--- config.mk ---
export PLATFORM = sky130hd
export DESIGN_NAME = pip_back_flat
export DESIGN_NICKNAME = d
export VERILOG_FILES = /design/src/pip_pkg.sv /design/src/pip_if.sv /design/src/pip_back.sv /design/src/flat_wrapper.sv
export SDC_FILE = /design/constraint.sdc
export NUM_CORES = 2
export LEC_CHECK = 0
export BUFFER_PORTS_ARGS = -buffer_cell sky130_fd_sc_hd__buf_2
export CAP_MARGIN = 25
export CORE_ASPECT_RATIO = 0.6
export CORE_UTILIZATION = 35
export CTS_CLUSTER_SIZE = 14
export DETAILED_ROUTE_END_ITERATION = 8
export SYNTH_ARGS = -nofsm -noshare
export SYNTH_HDL_FRONTEND = slang
export SYNTH_SLANG_ARGS = --single-unit
export TNS_END_PERCENT = 50
--- constraint.sdc ---
create_clock -name clock -period 17.7 [get_ports clock]
set_input_delay 3.54 -clock clock [delete_from_list [all_inputs] [get_ports clock]]
set_output_delay 3.54 -clock clock [all_outputs]
set_load 0.02 [all_outputs]
--- src/pip_pkg.sv ---
// ----------------------------------------------------------------------------
// pip_pkg
// shared types, sizes and the edge set-up function of the polygon crossing test
// ----------------------------------------------------------------------------
package pip_pkg;

   localparam int COORD_WIDTH  = 16;
   localparam int MAX_VERTICES = 16;
   localparam int DIFF_W       = COORD_WIDTH + 1;
   localparam int PROD_W       = 2 * DIFF_W;
   localparam int CNT_W        = 5;
   localparam int QUEUE_DEPTH  = 4;
   localparam int QPTR_W       = $clog2(QUEUE_DEPTH);
   localparam int QCNT_W       = $clog2(QUEUE_DEPTH + 1);

   // counters stop at the smaller of the vertex bound and the field maximum
   localparam logic [CNT_W-1:0] COUNT_SAT =
      CNT_W'((MAX_VERTICES < 31) ? MAX_VERTICES : 31);

   typedef logic signed [COORD_WIDTH-1:0] coord_type;
   typedef logic signed [DIFF_W-1:0]      diff_type;
   typedef logic signed [PROD_W-1:0]      prod_type;
   typedef logic [CNT_W-1:0]              cnt_type;

   // one edge, already reduced to the four differences of the cross-multiply
   typedef struct packed {
      logic     hit;    // edge straddles the query row
      diff_type a;      // qy - iy
      diff_type b;      // ix - jx
      diff_type c;      // qx - ix
      diff_type dy;     // iy - jy
   } edge_type;

   // one queue entry per accepted vertex beat
   typedef struct packed {
      edge_type e_new;    // previous vertex to this vertex
      edge_type e_close;  // this vertex back to the first one
      logic     start;    // first vertex of a polygon, counters restart
      logic     last;     // closing vertex, a result follows
   } item_type;

   // queue to back end handshake
   typedef struct packed {
      logic     valid;
      item_type item;
   } qout_type;

   function automatic edge_type make_edge(input coord_type ix, input coord_type iy,
                                          input coord_type jx, input coord_type jy,
                                          input coord_type qx, input coord_type qy,
                                          input logic en);
      edge_type e;
      logic     straddle;
      straddle = ((iy < qy) && (jy >= qy)) || ((jy < qy) && (iy >= qy));
      e.hit = en & straddle;
      e.a   = diff_type'(qy) - diff_type'(iy);
      e.b   = diff_type'(ix) - diff_type'(jx);
      e.c   = diff_type'(qx) - diff_type'(ix);
      e.dy  = diff_type'(iy) - diff_type'(jy);
      return e;
   endfunction

endpackage

--- src/pip_if.sv ---


interface pip_rsp_if import pip_pkg::*; ();
   logic    valid;
   logic    ready;
   logic    inside_res;
   cnt_type left_crossings;
   cnt_type right_crossings;

   modport source (output valid, inside_res, left_crossings, right_crossings,
                   input ready);
   modport sink   (input valid, inside_res, left_crossings, right_crossings,
                   output ready);
endinterface

--- src/pip_back.sv ---
// ----------------------------------------------------------------------------
// pip_back
// cross-multiplies edges, classifies crossings, keeps counters, drives results
// ----------------------------------------------------------------------------
module pip_back import pip_pkg::*; (
   input  logic      clock,
   input  logic      reset,
   input  qout_type  head,
   output logic      pop,
   pip_rsp_if.source rsp_ch
);

   // product stage
   logic     mul_valid_ff;
   prod_type lhs1_ff, rhs1_ff, lhs2_ff, rhs2_ff;
   logic     pos1_ff, pos2_ff, hit1_ff, hit2_ff, start_ff, last_ff;

   // counters and result register
   cnt_type  left_ff, right_ff, left_in, right_in;
   logic     rsp_valid_ff;
   logic     rsp_inside_ff;
   cnt_type  rsp_left_ff, rsp_right_ff;

   logic       adv;
   logic       left1, left2;
   logic [1:0] inc_l, inc_r;
   cnt_type    base_l, base_r;

   function automatic cnt_type sat_add(input cnt_type base, input logic [1:0] inc);
      logic [CNT_W:0] s;
      s = {1'b0, base} + (CNT_W + 1)'(inc);
      return (s > (CNT_W + 1)'(COUNT_SAT)) ? COUNT_SAT : s[CNT_W-1:0];
   endfunction

   assign adv = !rsp_valid_ff || rsp_ch.ready;
   assign pop = adv;

   always_ff @(posedge clock) begin
      if (reset) begin
         mul_valid_ff <= 1'b0;
      end else if (adv) begin
         mul_valid_ff <= head.valid;
      end
   end

   always_ff @(posedge clock) begin
      if (adv) begin
         lhs1_ff  <= head.item.e_new.a * head.item.e_new.b;
         rhs1_ff  <= head.item.e_new.c * head.item.e_new.dy;
         lhs2_ff  <= head.item.e_close.a * head.item.e_close.b;
         rhs2_ff  <= head.item.e_close.c * head.item.e_close.dy;
         pos1_ff  <= head.item.e_new.dy > 0;
         pos2_ff  <= head.item.e_close.dy > 0;
         hit1_ff  <= head.item.e_new.hit;
         hit2_ff  <= head.item.e_close.hit;
         start_ff <= head.item.start;
         last_ff  <= head.item.last;
      end
   end

   always_comb begin
      left1    = pos1_ff ? (lhs1_ff < rhs1_ff) : (lhs1_ff > rhs1_ff);
      left2    = pos2_ff ? (lhs2_ff < rhs2_ff) : (lhs2_ff > rhs2_ff);
      inc_l    = 2'(hit1_ff && left1) + 2'(hit2_ff && left2);
      inc_r    = 2'(hit1_ff && !left1) + 2'(hit2_ff && !left2);
      base_l   = start_ff ? '0 : left_ff;
      base_r   = start_ff ? '0 : right_ff;
      left_in  = sat_add(base_l, inc_l);
      right_in = sat_add(base_r, inc_r);
   end

   always_ff @(posedge clock) begin
      if (reset) begin
         left_ff      <= '0;
         right_ff     <= '0;
         rsp_valid_ff <= 1'b0;
      end else if (adv) begin
         rsp_valid_ff <= mul_valid_ff && last_ff;
         if (mul_valid_ff) begin
            left_ff  <= left_in;
            right_ff <= right_in;
         end
      end
   end

   always_ff @(posedge clock) begin
      if (adv && mul_valid_ff && last_ff) begin
         rsp_inside_ff <= left_in[0];
         rsp_left_ff   <= left_in;
         rsp_right_ff  <= right_in;
      end
   end

   assign rsp_ch.valid           = rsp_valid_ff;
   assign rsp_ch.inside_res      = rsp_inside_ff;
   assign rsp_ch.left_crossings  = rsp_left_ff;
   assign rsp_ch.right_crossings = rsp_right_ff;

   // counters never pass the saturation limit, results come only from closing vertices
   a_left_sat: assert property (@(posedge clock) disable iff (reset)
      left_ff <= COUNT_SAT && right_ff <= COUNT_SAT) else $error("counter past limit");
   a_rsp_src: assert property (@(posedge clock) disable iff (reset)
      $rose(rsp_valid_ff) |-> $past(mul_valid_ff && last_ff)) else $error("stray result");
   a_parity: assert property (@(posedge clock) disable iff (reset)
      rsp_valid_ff |-> rsp_inside_ff == rsp_left_ff[0]) else $error("parity mismatch");

endmodule

--- src/flat_wrapper.sv ---
// flat-port wrapper written by rule: the top's interface ports become plain ports
module pip_back_flat import pip_pkg::*;
  (clock, reset, head, pop, rsp_ch_valid, rsp_ch_inside_res, rsp_ch_left_crossings, rsp_ch_right_crossings, rsp_ch_ready);
  pip_rsp_if rsp_ch_i ();
  input  logic clock;
  input  logic reset;
  input  qout_type head;
  output logic pop;
  output wire logic [$bits(rsp_ch_i.valid)-1:0] rsp_ch_valid;
  output wire logic [$bits(rsp_ch_i.inside_res)-1:0] rsp_ch_inside_res;
  output wire logic [$bits(rsp_ch_i.left_crossings)-1:0] rsp_ch_left_crossings;
  output wire logic [$bits(rsp_ch_i.right_crossings)-1:0] rsp_ch_right_crossings;
  input wire logic [$bits(rsp_ch_i.ready)-1:0] rsp_ch_ready;
  assign rsp_ch_valid = rsp_ch_i.valid;
  assign rsp_ch_inside_res = rsp_ch_i.inside_res;
  assign rsp_ch_left_crossings = rsp_ch_i.left_crossings;
  assign rsp_ch_right_crossings = rsp_ch_i.right_crossings;
  assign rsp_ch_i.ready = rsp_ch_ready;
  pip_back u_core (.clock(clock), .reset(reset), .head(head), .pop(pop), .rsp_ch(rsp_ch_i));
endmodule
==> impl_metrics.toml <==
[yosys]
synthArstFlopShare_pct = 0
yosysUniqueCellTypes = 72
synth-main-ff-cell = "edfxtp_1"
ys_ff_latch = 164
syn_avg_cell_area_um2 = 9.62
ys_warn_count = 0
synth_edf_count = 152
syn-instance-count = 5242
ys_seq_area_share_pct = 9.53
synth_area_um2 = 50400
synth_fp_nets = 6982

[critical_path]
start_kind = "input port"
cp.depth = 21
arrival_ns = 9.90
critPathRequiredTime_ns = 17.92
cpMostUsedCell = "fa_1"
critical_path.cell_chain = "buf_2 -> nand2_1 -> inv_1 -> fa_1 -> fa_1 -> fa_1 -> fa_1 -> fa_1 -> inv_1 -> fa_1 -> inv_1 -> ha_1 -> a31o_2 -> a21oi_1 -> o21ai_0 -> a21oi_1 -> o21ai_0 -> nand2b_1 -> a31oi_1 -> o21ai_0 -> xnor2_1"
critPathBufInv = 4
slowest_stage = "fa_1"
cp-end-kind = "flip-flop"
r2r_cells = 19
cpPeakStageDelay_ns = 0.92
path_class = "input port to flip-flop"
cp_max_fo = 18
cp_top_family = "adder cells"

[placement]
numPortBuffers = 156
place.gp.congestion = 0.885
hpwlAfterDp_um = 102000
dpl.cell_count = 7145
place_area_um2 = 53000

[floorplan]
die_h_um = 296
fp.dieW_um = 492
core.rowCount = 107
coreArea_um2 = 142000
ios = 157
start_util_pct = 35.4
die_area_um2 = 146000

[final_layout]
fill_cells = 14400
final_cell_mix = "inv_1 (1354), fa_1 (1186), and2_1 (591), nand2_1 (575), ha_1 (410)"
syn_to_final_growth_pct = 6.35
final_area_um2 = 53600
finalNonFillerCells = 7179
final_common_cell = "inv_1"
multiInputGateArea_um2 = 39900
nets = 6997
utilization_pct = 37.6
drive_above_1_share_pct = 4.12
seq_area_um2 = 4800

[timing]
rsz0062_at_grt = "false"
fin_crit_ns = 9.67
finalSetupTns_ns = 0
setup_viol = 0
slew_headroom_pct = 30.3
hold_viol = 0
slew_viol_final = 0
finalClockSkew_ns = 0.0315
max_freq_mhz = 103
finalCritPeriodShare_pct = 54.6
worst_pin_slew_ns = 1.03

[clocking]
cts_buffers = 17
clkTransAtPathRegs_ns = 0.08
root_buffer = "clkbuf_16"
htreeDepth = 4
post_cts_resized = 0
ctsHoldBuffers = 0
cts.path.max_buffers = 2
clock-sinks = 164
clk_latency_ns = 0.50
cts_tree = "yes"
cts_setup_buffers = 0

[status]
outcome = "finished with violations"
violations = "design-rule violations"

[grt]
grt_max_degree = 74
grt.total_usage_pct = 17.8
gr-total-overflow = 0
grt_pass1_vias = 37500
antenna_found_initial = 17
grt_pass1_wl_um = 205000

[job]
cap_violations = 0

[detailed_routing]
drt_iter0_markers = 2369
drt-pass1-iter-count = 7
antenna_left = 0
routed_wl_um = 121000
drc = 9
viasPerCell = 4.78
vias = 34300
routedWlPerCell_um = 16.8

[hold_path]
hold-path-cell-count = 2
hold_class = "flip-flop to flip-flop"
-- flip-flops by register name (all words and copies together) (netlist names) --
name and cells:
u_core.start_ff 1, u_core.pos1_ff 1, u_core.hit2_ff 1, u_core.mul_valid_ff 1
u_core.lhs2_ff 34, u_core.right_ff 5, u_core.hit1_ff 1, u_core.rhs1_ff 34
u_core.left_ff 5, u_core.rhs2_ff 34, u_core.last_ff 1, u_core.rsp_ch.right_crossings 5
u_core.pos2_ff 1, u_core.lhs1_ff 34, u_core.rsp_ch.valid 1, u_core.rsp_ch.left_crossings 5
-- kinds of logic (layout without fill, tap and decap cells) --
group / count (synthesis) / after routing / synth area share, %
mux: 5 / 5 / 0.104
fa+ha+maj: 1596 / 1596 / 57.3
buf+inv: 1519 / 1547 / 11.3
other cells: 0 / 2 / 0
simple gates: 1450 / 1450 / 14.5
compound gates: 364 / 364 / 4.75
xor+xnor: 144 / 144 / 2.50
flops: 164 / 164 / 9.53
-- worst reg2reg max path: cells and delay by family (launching register included) --
family          cells  cell delay (ns)
compound gates      8             1.66
fa+ha+maj           3             1.07
buf+inv             1             0.08
mux                 2             0.65
flops               1             0.38
simple gates        5             1.08
-- metrics by stage --
stage	worst slack (ns)	hold WS, ns
floorplan	6.41	0.437
global placement	7.60	0.443
detailed placement	7.56	0.450
CTS	8.08	0.461
global route	7.59	0.501
finish	8.03	0.463
-- synthesized netlist by cell type (22+ instances only) --
cell	count	area, µm²
inv_1	1354	5080
fa_1	1186	23700
and2_1	591	3700
nand2_1	575	2160
ha_1	410	5130
clkbuf_1	161	604
edfxtp_1	152	4560
xnor2_1	122	1070
nor2_1	114	428
a21oi_1	113	566
o21ai_0	70	350
a21o_1	64	480
nand2b_1	36	225
nand4_1	25	156
nand3_1	23	115
nor2b_1	23	144
xor2_1	22	193
-- path summary, 6_finish.rpt --
| path | from | endpoint | slack [ns] |
|---|---|---|---|
| setup / recovery | head[4] | u_core.rhs2_ff[33] | 8.03 |
| hold / removal | u_core.left_ff[0] | u_core.left_ff[0] | 0.46 |
| setup reg to reg | u_core.lhs2_ff[3] | u_core.right_ff[1] | 12.72 |
| hold reg to reg | u_core.left_ff[0] | u_core.left_ff[0] | 0.46 |
-- layout make-up --
type	count	share of cell area [%]
multi-input cells	3559	74.4
diodes	2	0.00933
well taps	1907	4.45
inverters	1354	9.48
flip-flops and latches	164	8.96
clock inverters	15	0.348
clock buffers	17	0.793
repair buffers	161	1.53
-- metal layers --
| layer | share of wire (%) | up-vias | GRT usage (%) |
|---|---|---|---|
| met2 | 41 | 968 | 25.8 |
| met3 | 7.2 | 101 | 3.26 |
| li1 | - | 15500 | - |
| met4 | 1.1 | 8 | 2.50 |
| met5 | 0.043 | - | 0 |
| met1 | 50 | 17700 | 27.7 |
Power is not shown: default switching activity piles up to over one toggle a cycle in this logic, so the estimate is an artifact.
